<file path="config.mk">
export PLATFORM = sky130hd
export DESIGN_NAME = mutex_condvar_wait_queue_unit_top_flat
export DESIGN_NICKNAME = d
export VERILOG_FILES = /design/src/hdl/mcwq_pkg.sv /design/src/hdl/mcwq_req_if.sv /design/src/hdl/mcwq_rsp_if.sv /design/src/hdl/mcwq_ram.sv /design/src/hdl/mcwq_ctrl.sv /design/src/hdl/mcwq_dp.sv /design/src/hdl/mutex_condvar_wait_queue_unit_top.sv /design/src/flat_wrapper.sv
export VERILOG_INCLUDE_DIRS = /design/src /design/src/hdl
export SDC_FILE = /design/constraint.sdc
export NUM_CORES = 1
export LEC_CHECK = 0
export ABC_AREA = 1
export BUFFER_PORTS_ARGS = -buffer_cell sky130_fd_sc_hd__buf_2
export CAP_MARGIN = 10
export CORE_UTILIZATION = 50
export DETAILED_ROUTE_END_ITERATION = 7
export GPL_TIMING_DRIVEN = 0
export MAX_ROUTING_LAYER = met4
export PLACE_DENSITY_LB_ADDON = 0.12
export SYNTH_ARGS = -nofsm -noshare
export SYNTH_HDL_FRONTEND = slang
export SYNTH_SLANG_ARGS = --single-unit
</file>
<file path="constraint.sdc">
create_clock -name clock -period 4.3 [get_ports clock]
set_input_delay 1.29 -clock clock [delete_from_list [all_inputs] [get_ports clock]]
set_output_delay 1.29 -clock clock [all_outputs]
set_load 0.01 [all_outputs]
</file>
<file path="src/hdl/mutex_condvar_wait_queue_unit_top_macros.svh">
// Assertion macros used by the datapath RTL of the mutex unit.
`ifndef MUTEX_CONDVAR_WAIT_QUEUE_UNIT_TOP_MACROS_SVH
`define MUTEX_CONDVAR_WAIT_QUEUE_UNIT_TOP_MACROS_SVH

`ifndef ASSERT_OFF

// Concurrent check that is switched off while reset is high.
`define MCWQ_ASSERT_RST(lbl, clk, rst, prop, msg) \
   lbl: assert property (@(posedge clk) disable iff (rst) prop) else $error(msg);

// Concurrent check that holds in every cycle, reset included.
`define MCWQ_ASSERT_ALWAYS(lbl, clk, prop, msg) \
   lbl: assert property (@(posedge clk) prop) else $error(msg);

`else

`define MCWQ_ASSERT_RST(lbl, clk, rst, prop, msg)
`define MCWQ_ASSERT_ALWAYS(lbl, clk, prop, msg)

`endif

`endif

</file>
<file path="src/hdl/mcwq_pkg.sv">
`timescale 1ns / 1ps

package mcwq_pkg;

   localparam int QUEUE_DEPTH  = 16;
   localparam int TASK_BITS    = 8;
   localparam int TASK_ID_BITS = 8;
   localparam int PTR_BITS     = (QUEUE_DEPTH > 1) ? $clog2(QUEUE_DEPTH) : 1;
   localparam int CNT_BITS     = $clog2(QUEUE_DEPTH + 1);
   localparam int SUM_BITS     = CNT_BITS + 1;

   typedef enum logic [1:0] {
      REQ_LOCK   = 2'd0,
      REQ_UNLOCK = 2'd1,
      REQ_WAIT   = 2'd2,
      REQ_SIGNAL = 2'd3
   } req_code_type;

   typedef enum logic [2:0] {
      OUT_GRANTED  = 3'd0,
      OUT_BLOCKED  = 3'd1,
      OUT_RETRY    = 3'd2,
      OUT_DONE     = 3'd3,
      OUT_OVERFLOW = 3'd4
   } outcome_type;

   typedef enum logic {
      ST_IDLE = 1'b0,
      ST_EXEC = 1'b1
   } ctl_state_type;

   // Commands from the controller to the datapath.
   typedef struct packed {
      logic capture;
      logic commit;
   } ctl_cmd_type;

   // Status from the datapath to the controller.
   typedef struct packed {
      logic out_free;
   } dp_status_type;

endpackage

</file>
<file path="src/hdl/mcwq_req_if.sv">
`timescale 1ns / 1ps

interface mcwq_req_if;
   import mcwq_pkg::*;

   logic                    valid;
   logic                    ready;
   req_code_type            req_type;
   logic [TASK_ID_BITS-1:0] task_id;

   modport source (output valid, output req_type, output task_id, input ready);
   modport sink   (input valid, input req_type, input task_id, output ready);
endinterface

</file>
<file path="src/hdl/mcwq_rsp_if.sv">
`timescale 1ns / 1ps

interface mcwq_rsp_if;
   import mcwq_pkg::*;

   logic                    valid;
   logic                    ready;
   outcome_type             outcome;
   logic                    wake_valid;
   logic [TASK_ID_BITS-1:0] wake_task;

   modport source (output valid, output outcome, output wake_valid, output wake_task,
                   input ready);
   modport sink   (input valid, input outcome, input wake_valid, input wake_task,
                   output ready);
endinterface

</file>
<file path="src/hdl/mcwq_ram.sv">
`timescale 1ns / 1ps

module mcwq_ram #(
   parameter int WIDTH = 8,
   parameter int DEPTH = 16,
   parameter int ADDR_BITS = (DEPTH > 1) ? $clog2(DEPTH) : 1
) (
   input  logic                 clock,
   input  logic                 wr_en,
   input  logic [ADDR_BITS-1:0] wr_addr,
   input  logic [WIDTH-1:0]     wr_data,
   input  logic                 rd_en,
   input  logic [ADDR_BITS-1:0] rd_addr,
   output logic [WIDTH-1:0]     rd_data
);

   logic [WIDTH-1:0] mem_ff [DEPTH];
   logic [WIDTH-1:0] rd_data_ff;

   always_ff @(posedge clock) begin
      if (wr_en) begin
         mem_ff[wr_addr] <= wr_data;
      end
      if (rd_en) begin
         rd_data_ff <= mem_ff[rd_addr];
      end
   end

   assign rd_data = rd_data_ff;

endmodule

</file>
<file path="src/hdl/mcwq_ctrl.sv">
`timescale 1ns / 1ps

module mcwq_ctrl (
   input  logic                    clock,
   input  logic                    reset,
   input  logic                    req_valid,
   output logic                    req_ready,
   input  mcwq_pkg::dp_status_type status,
   output mcwq_pkg::ctl_cmd_type   cmd
);
   import mcwq_pkg::*;

   ctl_state_type state_ff;
   ctl_state_type state_in;

   always_ff @(posedge clock) begin
      if (reset) begin
         state_ff <= ST_IDLE;
      end else begin
         state_ff <= state_in;
      end
   end

   always_comb begin
      state_in    = state_ff;
      req_ready   = 1'b0;
      cmd.capture = 1'b0;
      cmd.commit  = 1'b0;
      case (state_ff)
         ST_IDLE: begin
            // No word is taken while reset is held.
            req_ready = ~reset;
            if (req_valid && req_ready) begin
               // The queue heads are read now; the word is resolved in ST_EXEC once the result is free.
               cmd.capture = 1'b1;
               state_in    = ST_EXEC;
            end
         end
         ST_EXEC: begin
            if (status.out_free) begin
               cmd.commit = 1'b1;
               state_in   = ST_IDLE;
            end
         end
         default: begin
            state_in = ST_IDLE;
         end
      endcase
   end

endmodule

</file>
<file path="src/hdl/mcwq_dp.sv">
`timescale 1ns / 1ps
`include "mutex_condvar_wait_queue_unit_top_macros.svh"

module mcwq_dp (
   input  logic                              clock,
   input  logic                              reset,
   input  mcwq_pkg::ctl_cmd_type             cmd,
   output mcwq_pkg::dp_status_type           status,
   input  mcwq_pkg::req_code_type            req_type,
   input  logic [mcwq_pkg::TASK_ID_BITS-1:0] req_task_id,
   output logic                              rsp_valid,
   input  logic                              rsp_ready,
   output mcwq_pkg::outcome_type             rsp_outcome,
   output logic                              rsp_wake_valid,
   output logic [mcwq_pkg::TASK_ID_BITS-1:0] rsp_wake_task,
   input  logic                              csr_wr_en,
   input  logic                              csr_wr_data
);
   import mcwq_pkg::*;

   logic blocking_mode_ff;
   logic mutex_held_ff, mutex_held_in;

   logic [PTR_BITS-1:0] m_head_ff, m_head_in;
   logic [CNT_BITS-1:0] m_cnt_ff, m_cnt_in;
   logic [PTR_BITS-1:0] c_head_ff, c_head_in;
   logic [CNT_BITS-1:0] c_cnt_ff, c_cnt_in;

   req_code_type         req_type_ff;
   logic [TASK_BITS-1:0] task_ff;

   logic                    rsp_valid_ff, rsp_valid_in;
   outcome_type             rsp_outcome_ff, rsp_outcome_in;
   logic                    rsp_wake_valid_ff, rsp_wake_valid_in;
   logic [TASK_ID_BITS-1:0] rsp_wake_task_ff;
   logic [TASK_BITS-1:0]    wake_task_in;

   logic                 m_push, m_pop, c_push, c_pop;
   logic [TASK_BITS-1:0] m_rd_data, c_rd_data;
   logic [PTR_BITS-1:0]  m_tail, c_tail;
   logic                 m_full, c_full;

   function automatic logic [PTR_BITS-1:0] tail_of(input logic [PTR_BITS-1:0] head,
                                                   input logic [CNT_BITS-1:0] cnt);
      logic [SUM_BITS-1:0] sum;
      sum = SUM_BITS'(head) + SUM_BITS'(cnt);
      if (sum >= SUM_BITS'(QUEUE_DEPTH)) begin
         sum = sum - SUM_BITS'(QUEUE_DEPTH);
      end
      return sum[PTR_BITS-1:0];
   endfunction

   function automatic logic [PTR_BITS-1:0] next_ptr(input logic [PTR_BITS-1:0] ptr);
      logic [PTR_BITS-1:0] nxt;
      if (ptr == PTR_BITS'(QUEUE_DEPTH - 1)) begin
         nxt = '0;
      end else begin
         nxt = ptr + PTR_BITS'(1);
      end
      return nxt;
   endfunction

   assign m_tail = tail_of(m_head_ff, m_cnt_ff);
   assign c_tail = tail_of(c_head_ff, c_cnt_ff);
   assign m_full = (m_cnt_ff == CNT_BITS'(QUEUE_DEPTH));
   assign c_full = (c_cnt_ff == CNT_BITS'(QUEUE_DEPTH));

   mcwq_ram #(.WIDTH(TASK_BITS), .DEPTH(QUEUE_DEPTH)) u_mutex_ram (
      .clock   (clock),
      .wr_en   (m_push),
      .wr_addr (m_tail),
      .wr_data (task_ff),
      .rd_en   (cmd.capture),
      .rd_addr (m_head_ff),
      .rd_data (m_rd_data)
   );

   mcwq_ram #(.WIDTH(TASK_BITS), .DEPTH(QUEUE_DEPTH)) u_cond_ram (
      .clock   (clock),
      .wr_en   (c_push),
      .wr_addr (c_tail),
      .wr_data (task_ff),
      .rd_en   (cmd.capture),
      .rd_addr (c_head_ff),
      .rd_data (c_rd_data)
   );

   always_comb begin
      m_push            = 1'b0;
      m_pop             = 1'b0;
      c_push            = 1'b0;
      c_pop             = 1'b0;
      mutex_held_in     = mutex_held_ff;
      rsp_outcome_in    = OUT_DONE;
      rsp_wake_valid_in = 1'b0;
      wake_task_in      = '0;
      case (req_type_ff)
         REQ_LOCK: begin
            if (!mutex_held_ff) begin
               mutex_held_in  = 1'b1;
               rsp_outcome_in = OUT_GRANTED;
            end else if (!blocking_mode_ff) begin
               rsp_outcome_in = OUT_RETRY;
            end else if (m_full) begin
               rsp_outcome_in = OUT_OVERFLOW;
            end else begin
               m_push         = 1'b1;
               rsp_outcome_in = OUT_BLOCKED;
            end
         end
         REQ_UNLOCK, REQ_WAIT: begin
            if (req_type_ff == REQ_WAIT && c_full) begin
               // A full condition queue leaves the mutex untouched as well.
               rsp_outcome_in = OUT_OVERFLOW;
            end else begin
               if (blocking_mode_ff && m_cnt_ff != '0) begin
                  // Hand the lock straight to the oldest waiter.
                  m_pop             = 1'b1;
                  mutex_held_in     = 1'b1;
                  rsp_wake_valid_in = 1'b1;
                  wake_task_in      = m_rd_data;
               end else begin
                  mutex_held_in = 1'b0;
               end
               if (req_type_ff == REQ_WAIT) begin
                  c_push         = 1'b1;
                  rsp_outcome_in = OUT_BLOCKED;
               end
            end
         end
         REQ_SIGNAL: begin
            if (c_cnt_ff != '0) begin
               c_pop             = 1'b1;
               rsp_wake_valid_in = 1'b1;
               wake_task_in      = c_rd_data;
            end
         end
         default: begin
            rsp_outcome_in = OUT_DONE;
         end
      endcase

      m_push = m_push & cmd.commit;
      m_pop  = m_pop & cmd.commit;
      c_push = c_push & cmd.commit;
      c_pop  = c_pop & cmd.commit;

      m_head_in = m_pop ? next_ptr(m_head_ff) : m_head_ff;
      c_head_in = c_pop ? next_ptr(c_head_ff) : c_head_ff;
      m_cnt_in  = m_cnt_ff;
      c_cnt_in  = c_cnt_ff;
      if (m_push) begin
         m_cnt_in = m_cnt_ff + CNT_BITS'(1);
      end else if (m_pop) begin
         m_cnt_in = m_cnt_ff - CNT_BITS'(1);
      end
      if (c_push) begin
         c_cnt_in = c_cnt_ff + CNT_BITS'(1);
      end else if (c_pop) begin
         c_cnt_in = c_cnt_ff - CNT_BITS'(1);
      end

      if (cmd.commit) begin
         rsp_valid_in = 1'b1;
      end else begin
         rsp_valid_in = rsp_valid_ff & ~rsp_ready;
      end
   end

   always_ff @(posedge clock) begin
      if (reset) begin
         blocking_mode_ff <= 1'b1;
         mutex_held_ff    <= 1'b0;
         m_head_ff        <= '0;
         m_cnt_ff         <= '0;
         c_head_ff        <= '0;
         c_cnt_ff         <= '0;
         rsp_valid_ff     <= 1'b0;
      end else begin
         if (csr_wr_en) begin
            blocking_mode_ff <= csr_wr_data;
         end
         if (cmd.commit) begin
            mutex_held_ff <= mutex_held_in;
         end
         m_head_ff    <= m_head_in;
         m_cnt_ff     <= m_cnt_in;
         c_head_ff    <= c_head_in;
         c_cnt_ff     <= c_cnt_in;
         rsp_valid_ff <= rsp_valid_in;
      end
   end

   always_ff @(posedge clock) begin
      if (cmd.capture) begin
         req_type_ff <= req_type;
         task_ff     <= req_task_id[TASK_BITS-1:0];
      end
      if (cmd.commit) begin
         rsp_outcome_ff    <= rsp_outcome_in;
         rsp_wake_valid_ff <= rsp_wake_valid_in;
         rsp_wake_task_ff  <= TASK_ID_BITS'(wake_task_in);
      end
   end

   assign status.out_free = ~rsp_valid_ff | rsp_ready;
   assign rsp_valid       = rsp_valid_ff;
   assign rsp_outcome     = rsp_outcome_ff;
   assign rsp_wake_valid  = rsp_wake_valid_ff;
   assign rsp_wake_task   = rsp_wake_task_ff;

   `MCWQ_ASSERT_RST(a_mcnt_bound, clock, reset, m_cnt_ff <= CNT_BITS'(QUEUE_DEPTH), "mutex queue count exceeds depth")
   `MCWQ_ASSERT_RST(a_ccnt_bound, clock, reset, c_cnt_ff <= CNT_BITS'(QUEUE_DEPTH), "condition queue count exceeds depth")
   `MCWQ_ASSERT_RST(a_commit_room, clock, reset, cmd.commit |-> (!rsp_valid_ff || rsp_ready), "result overwritten before it was taken")
   `MCWQ_ASSERT_RST(a_grant_holds, clock, reset, (cmd.commit && rsp_outcome_in == OUT_GRANTED) |=> mutex_held_ff, "grant did not mark the mutex held")
   `MCWQ_ASSERT_RST(a_mcnt_quiet, clock, reset, !cmd.commit |=> $stable(m_cnt_ff), "mutex queue count moved without a commit")

endmodule

</file>
<file path="src/hdl/mutex_condvar_wait_queue_unit_top.sv">
// Mutex with one condition variable and two FIFO wait queues.
// A request word is taken in ST_IDLE and its result word is registered from ST_EXEC,
// which holds while the previous result word is still waiting to be taken.
// A new request word is taken only in ST_IDLE, once the previous one is done; the queue
// heads are read from the RAM as it is taken and updated with the result in ST_EXEC.
// Reset: synchronous, active high; mutex free, both queues empty, blocking mode set.
`timescale 1ns / 1ps

module mutex_condvar_wait_queue_unit_top (
   input  logic            clock,
   input  logic            reset,
   mcwq_req_if.sink        req_if,
   mcwq_rsp_if.source      rsp_if,
   input  logic            csr_wr_en,
   input  logic            csr_wr_data
);
   import mcwq_pkg::*;

   ctl_cmd_type   cmd;
   dp_status_type status;

   mcwq_ctrl u_ctrl (
      .clock     (clock),
      .reset     (reset),
      .req_valid (req_if.valid),
      .req_ready (req_if.ready),
      .status    (status),
      .cmd       (cmd)
   );

   mcwq_dp u_dp (
      .clock          (clock),
      .reset          (reset),
      .cmd            (cmd),
      .status         (status),
      .req_type       (req_if.req_type),
      .req_task_id    (req_if.task_id),
      .rsp_valid      (rsp_if.valid),
      .rsp_ready      (rsp_if.ready),
      .rsp_outcome    (rsp_if.outcome),
      .rsp_wake_valid (rsp_if.wake_valid),
      .rsp_wake_task  (rsp_if.wake_task),
      .csr_wr_en      (csr_wr_en),
      .csr_wr_data    (csr_wr_data)
   );

endmodule
</file>
<file path="src/flat_wrapper.sv">
// flat-port wrapper written by rule: the top's interface ports become plain ports
module mutex_condvar_wait_queue_unit_top_flat import mcwq_pkg::*;
  (clock, reset, csr_wr_en, csr_wr_data, req_if_valid, req_if_req_type, req_if_task_id, req_if_ready, rsp_if_valid, rsp_if_outcome, rsp_if_wake_valid, rsp_if_wake_task, rsp_if_ready);
  mcwq_req_if req_if_i ();
  mcwq_rsp_if rsp_if_i ();
  input  logic clock;
  input  logic reset;
  input  logic csr_wr_en;
  input  logic csr_wr_data;
  input wire logic [$bits(req_if_i.valid)-1:0] req_if_valid;
  input wire logic [$bits(req_if_i.req_type)-1:0] req_if_req_type;
  input wire logic [$bits(req_if_i.task_id)-1:0] req_if_task_id;
  output wire logic [$bits(req_if_i.ready)-1:0] req_if_ready;
  output wire logic [$bits(rsp_if_i.valid)-1:0] rsp_if_valid;
  output wire logic [$bits(rsp_if_i.outcome)-1:0] rsp_if_outcome;
  output wire logic [$bits(rsp_if_i.wake_valid)-1:0] rsp_if_wake_valid;
  output wire logic [$bits(rsp_if_i.wake_task)-1:0] rsp_if_wake_task;
  input wire logic [$bits(rsp_if_i.ready)-1:0] rsp_if_ready;
  assign req_if_i.valid = req_if_valid;
  assign req_if_i.req_type = req_if_req_type;
  assign req_if_i.task_id = req_if_task_id;
  assign req_if_ready = req_if_i.ready;
  assign rsp_if_valid = rsp_if_i.valid;
  assign rsp_if_outcome = rsp_if_i.outcome;
  assign rsp_if_wake_valid = rsp_if_i.wake_valid;
  assign rsp_if_wake_task = rsp_if_i.wake_task;
  assign rsp_if_i.ready = rsp_if_ready;
  mutex_condvar_wait_queue_unit_top u_core (.clock(clock), .reset(reset), .req_if(req_if_i), .rsp_if(rsp_if_i), .csr_wr_en(csr_wr_en), .csr_wr_data(csr_wr_data));
endmodule
</file>
==> results of run 1 <==
## registers in the layout, summed over array words and instances, names as in the netlist, 3 cells and up
signal,flops
u_core.u_dp.u_cond_ram.mem_ff,128
u_core.u_dp.u_mutex_ram.mem_ff,128
u_core.u_dp.rsp_wake_task,8
u_core.u_dp.task_ff,8
u_core.u_dp.u_cond_ram.rd_data,8
u_core.u_dp.u_mutex_ram.rd_data,8
u_core.u_dp.c_cnt_ff,5
u_core.u_dp.m_cnt_ff,5
u_core.u_dp.c_head_ff,4
u_core.u_dp.m_head_ff,4
u_core.u_dp.rsp_outcome,3
## synthesized netlist by cell type (6+ instances only)
| cell | instances |
|---|---|
| o211ai_1 | 19 |
| o32ai_1 | 16 |
| inv_1 | 33 |
| o22ai_1 | 19 |
| xnor2_1 | 6 |
| nand2_1 | 84 |
| o21ai_0 | 124 |
| nand3_1 | 48 |
| a21oi_1 | 25 |
| ha_1 | 20 |
| clkbuf_1 | 23 |
| edfxtp_1 | 294 |
| buf_2 | 21 |
| xor2_1 | 6 |
| dfxtp_1 | 22 |
| nor2_1 | 214 |
| o221ai_1 | 13 |
## layout make-up
type | instances | area (um2) | area share [%]
well taps | 330 | 413 | 2.76
inverters | 41 | 169 | 1.13
plain buffers | 49 | 221 | 1.48
multi-input cells | 634 | 3410 | 22.8
clock inverters | 22 | 302 | 2.01
flip-flops and latches | 316 | 9270 | 61.9
clock buffers | 42 | 902 | 6.02
repair buffers | 36 | 289 | 1.93
## cell usage in the layout (no fill, tap or decap), types with 13 or more instances in the layout
cell type  Yosys  final
ha_1          20     20
nor2_1       214    214
o211ai_1      19     19
clkbuf_16      0     35
a21oi_1       25     25
dfxtp_1       22     22
nand2_1       84     84
edfxtp_1     294    294
o32ai_1       16     16
clkbuf_1      23     30
o22ai_1       19     19
nand3_1       48     48
inv_1         33     33
buf_2         21     50
o221ai_1      13     13
o21ai_0      124    124
## power breakdown
group	internal [mW]	switching (mW)
registers	3.38	0.0433
clock network	1.93	1.18
logic	0.0746	0.144
## kinds of logic (layout without fill, tap and decap cells)
| logic type | Yosys count | count (layout) | synth area share, % |
|---|---|---|---|
| xor+xnor | 12 | 12 | 0.805 |
| fa+ha+maj | 24 | 24 | 2.53 |
| buf+inv | 90 | 190 | 2.99 |
| flops | 316 | 316 | 71.0 |
| compound gates | 228 | 228 | 10.4 |
| simple gates | 370 | 370 | 12.3 |
## layer usage
metal	global-route usage, %	up-vias	share of wire [%]
met5	-	-	0
met1	36.9	4091	47
met2	33.1	358	42
met3	4.93	57	9.1
li1	-	3954	-
met4	7.49	0	2.0
## critical path, cell delays in order
cell	delay [ps]
buf_2	90
clkbuf_1	460
nor2_1	100
buf_2	160
## worst max path at each step
stage	cells after the start	endpoint	from
after detailed placement	7	u_core.u_dp.u_cond_ram.mem_ff[15][6]	rsp_if_ready
after global placement	3	u_core.u_dp.task_ff[7]	reset
final	4	req_if_ready	reset
after global routing	4	req_if_ready	reset
after floorplan	2	u_core.u_dp.req_type_ff[0]	reset
after CTS	4	req_if_ready	reset
==> impl_metrics.json, run 1 <==
{
  "num_antenna_cells": 0,
  "setup_ws_ps": 913,
  "status": "finished clean",
  "synth_flop_cell": "edfxtp_1",
  "ioPinCount": 30,
  "fin_total_pwr_mw": 6.76,
  "max-cap-violations": 0,
  "tightest_slew_ps": 1290,
  "pre_cts_ws_ps": 798,
  "fill_cells": 2080,
  "hold_viol_final": 0,
  "wl_per_cell_um": 20.8,
  "routed_via_density": 5.76,
  "gr-usage-all-layers_pct": 24.4,
  "slew_headroom_pct": 14.2,
  "min-delay-start": "u_core.u_dp.m_head_ff[3]",
  "drt-initial-drc-count": 1114,
  "min_to": "u_core.u_dp.m_head_ff[3]",
  "post-synth-top-area-cell": "edfxtp_1",
  "yosysWarnings": 0,
  "synth-edff-count": 294,
  "cp-start-kind": "primary input",
  "num_rows": 58,
  "yosysSeqAreaShare_pct": 71.0,
  "start_util_pct": 51.4,
  "end_kind": "primary output",
  "wirelength_um": 30600,
  "die-area_um2": 26800,
  "period_share_pct": 78.8,
  "synthCells": 1040,
  "hold_buffers": 0,
  "ant_nets": 0,
  "numPortBuffers": 29,
  "vias": 8460,
  "whs_ps": 513,
  "finalCriticalPeriod_ps": 3390,
  "worst-r2r-cell-count": 7,
  "ff2ff_setup_slack_ps": 1610,
  "min_path_type": "flop to flop",
  "grt_start_max_net_pins": 33,
  "netlist_area_um2": 13100,
  "synth-seq-cells": 316,
  "clock_latency_ps": 510,
  "rr_startpoint": "u_core.u_dp.req_type_ff[1]",
  "synth.top_cell.area_share_pct": 67.6,
  "finish.utilization_pct": 59.0,
  "die_y_um": 164,
  "area_growth_pct": 14.6,
  "clk_pin_slew_ps": 60,
  "cts_tree": "built",
  "dp_cells": 1403,
  "die_w_um": 164,
  "root_buffer": "clkbuf_16",
  "synth.distinct_cells": 42,
  "htree_levels": 2,
  "coreArea_um2": 25400,
  "final-setup-viol-count": 0,
  "rr_endpoint": "u_core.u_dp.u_mutex_ram.mem_ff[15][5]",
  "layout-drive-gt1-share_pct": 12.5,
  "critPathKind": "primary input to primary output",
  "grt_pass1_wl_um": 46600,
  "cts_buffers": 35,
  "cts_resized": 0,
  "overflow": 0,
  "whs_path_depth": 2,
  "cts_max_path_buffers": 3,
  "powerDensity_nw_per_um2": 451,
  "clock.fmax_ghz": 0.295,
  "clock_sinks": 316,
  "fin_nets": 1153,
  "final_area_um2": 15000,
  "yosys-top-cells-area": "edfxtp_1 (68%), nor2_1 (6.1%), o21ai_0 (4.8%)",
  "cp.arrival_ps": 2100,
  "syn_area_per_cell_um2": 12.6,
  "worst_clock_skew_ps": 14.7,
  "grt_pass1_vias": 7965,
  "async_flop_share_pct": 0,
  "dr.pass1.iters": 6,
  "antenna_found_initial": 0,
  "dp_hpwl_um": 19900,
  "p_leak_nw": 5.12,
  "cts_setup_buffers": 0,
  "vdd_drop_max_mv": 0.277,
  "rsz0062_at_grt": "false",
  "gp_congestion": 0.880,
  "drc": 0,
  "crit_required_ps": 3010,
  "layout.cells.non_filler": 1470,
  "tns_ps": 0,
  "post_dp_cell_area_um2": 13700,
  "syn_nets": 1080,
  "critPathMaxFanout": 10,
  "maxSlewViolCount": 0
}
Power figures use the tool's default switching activity.
==> inputs of run 2 (changes only) <==
clock period = 3.3 ns   (was 4.3 ns; I/O delays follow)
==> impl_metrics.json, run 2 (synthesis results as in run 1) <==
{
  "status": "finished clean",
  "hold_viol_final": 0,
  "final-setup-viol-count": 0,
  "layout-drive-gt1-share_pct": 11.9,
  "p_seq_share_pct": 51.9,
  "ff2ff_setup_slack_ps": 570,
  "htree_levels": 2,
  "intPower_mw": 6.81,
  "overflow": 0,
  "vias": 8437,
  "p_leak_nw": 5.10,
  "gp_congestion": 0.882,
  "ant_nets": 0,
  "routed_via_density": 5.74,
  "critPathTopFamily": "buffers and inverters",
  "tightest_slew_ps": 1220,
  "cpMostUsedCell": "buf_2",
  "start_util_pct": 51.4,
  "ioPinCount": 30,
  "end_kind": "primary output",
  "cp.arrival_ps": 1800,
  "rsz0062_at_grt": "false",
  "crit_path_top_delay_cell": "clkbuf_1",
  "clk_pin_slew_ps": 60,
  "cp-start-kind": "primary input",
  "hold_buffers": 0,
  "p_sw_mw": 1.77,
  "dp_cells": 1402,
  "clock_sinks": 316,
  "die-area_um2": 26800,
  "maxSlewViolCount": 0,
  "crit_buf_inv": 3,
  "switching_share_pct": 20.7,
  "num_antenna_cells": 0,
  "clock.fmax_ghz": 0.358,
  "gr-usage-all-layers_pct": 24.4,
  "worstPathCellList": "buf_2, clkbuf_1, nor2_1, buf_2",
  "fin_total_pwr_mw": 8.58,
  "max-cap-violations": 0,
  "cts_max_path_buffers": 3,
  "grt_pass1_vias": 7979,
  "cts_buffers": 35,
  "p_comb_share_pct": 3.5,
  "dr.pass1.iters": 5,
  "die_y_um": 164,
  "final_area_um2": 14900,
  "min_path_type": "flop to flop",
  "final_common_cell": "edfxtp_1",
  "cts_resized": 0,
  "coreArea_um2": 25400,
  "drt-initial-drc-count": 964,
  "cts_setup_buffers": 0,
  "die_w_um": 164,
  "num_rows": 58,
  "clock_latency_ps": 510,
  "grt_pass1_wl_um": 46700,
  "worst_clock_skew_ps": 10.2,
  "layout.cells.non_filler": 1469,
  "wl_per_cell_um": 21.0,
  "vdd_drop_max_mv": 0.403,
  "clkPwrFrac_pct": 44.6,
  "slew_headroom_pct": 18.5,
  "fill_cells": 2030,
  "drc": 0,
  "critPathKind": "primary input to primary output",
  "finalCriticalPeriod_ps": 2790,
  "numPortBuffers": 29,
  "reg_top3": "u_core.u_dp.u_cond_ram.mem_ff (128), u_core.u_dp.u_mutex_ram.mem_ff (128)",
  "critPathMaxFanout": 10,
  "grt_start_max_net_pins": 33,
  "cpPeakStageDelay_ps": 470,
  "wirelength_um": 30800,
  "root_buffer": "clkbuf_16",
  "post_dp_cell_area_um2": 13700,
  "dp_hpwl_um": 19900,
  "powerDensity_nw_per_um2": 574,
  "fin_nets": 1154,
  "crit_required_ps": 2310,
  "period_share_pct": 84.6,
  "antenna_found_initial": 0,
  "cts_tree": "built",
  "final_cell_mix": "edfxtp_1 (294), nor2_1 (214), o21ai_0 (124), nand2_1 (84), buf_2 (50)",
  "area_growth_pct": 14.3,
  "finish.utilization_pct": 58.8
}
-- run 2: changes by cell type in the layout (fill, tap and decap cells not counted), sizes merged --
cell	previous run	this run
clkinv	12	14
inv	43	39
clkinvlp	1	0
clkbuf	65	70
bufinv	7	3
buf	62	63
-- run 2: layout make-up --
class / instances / area [um2] / share of cell area, %
Sequential cell: 316 / 9270 / 62.1
Tap cell: 330 / 413 / 2.76
Clock buffer: 47 / 973 / 6.52
Multi-Input combinational cell: 634 / 3410 / 22.9
Inverter: 41 / 169 / 1.13
Clock inverter: 15 / 145 / 0.972
Buffer: 49 / 221 / 1.48
Timing Repair Buffer: 37 / 328 / 2.20
-- run 2: worst reg2reg max path, cell delays in order, from the launching register on --
cell and delay (ps):
edfxtp_1 450, inv_1 140, ha_1 180, and3_1 290, nand3_4 190, inv_2 130, nand3_1 230, nor2_1 750
-- run 2: path summary, 6_finish.rpt --
| check | startpoint | cells after the start | endpoint |
|---|---|---|---|
| setup / recovery | reset | 4 | req_if_ready |
| hold / removal | u_core.u_dp.m_head_ff[3] | 2 | u_core.u_dp.m_head_ff[3] |
| setup reg to reg | u_core.u_dp.req_type_ff[0] | 7 | u_core.u_dp.u_mutex_ram.mem_ff[7][5] |
| hold reg to reg | u_core.u_dp.m_head_ff[3] | 2 | u_core.u_dp.m_head_ff[3] |
-- run 2: metrics by stage --
step	hold WS, ps	worst slack [ps]	setup TNS (ps)
finish	524	507	0
CTS	524	497	0
global route	555	416	0
floorplan	469	601	0
global placement	513	-231	-5930
detailed placement	515	125	0
-- run 2: power groups by stage --
stage	registers [mW]	logic [mW]	clock network [mW]
5_1_grt	4.46	0.328	4.01
2_1_floorplan	4.53	0.172	0
4_1_cts	4.47	0.275	3.85
3_5_place_dp	4.55	0.273	0
6_report	4.46	0.298	3.82
3_3_place_gp	4.56	0.252	0
-- run 2: routing by layer --
layer | share of wire [%] | up-vias | GRT usage (%)
met5 | 0 | - | -
met4 | 1.9 | 0 | 5.89
met3 | 8.7 | 50 | 4.55
met2 | 42 | 332 | 34.1
met1 | 47 | 4115 | 36.8
li1 | - | 3940 | -
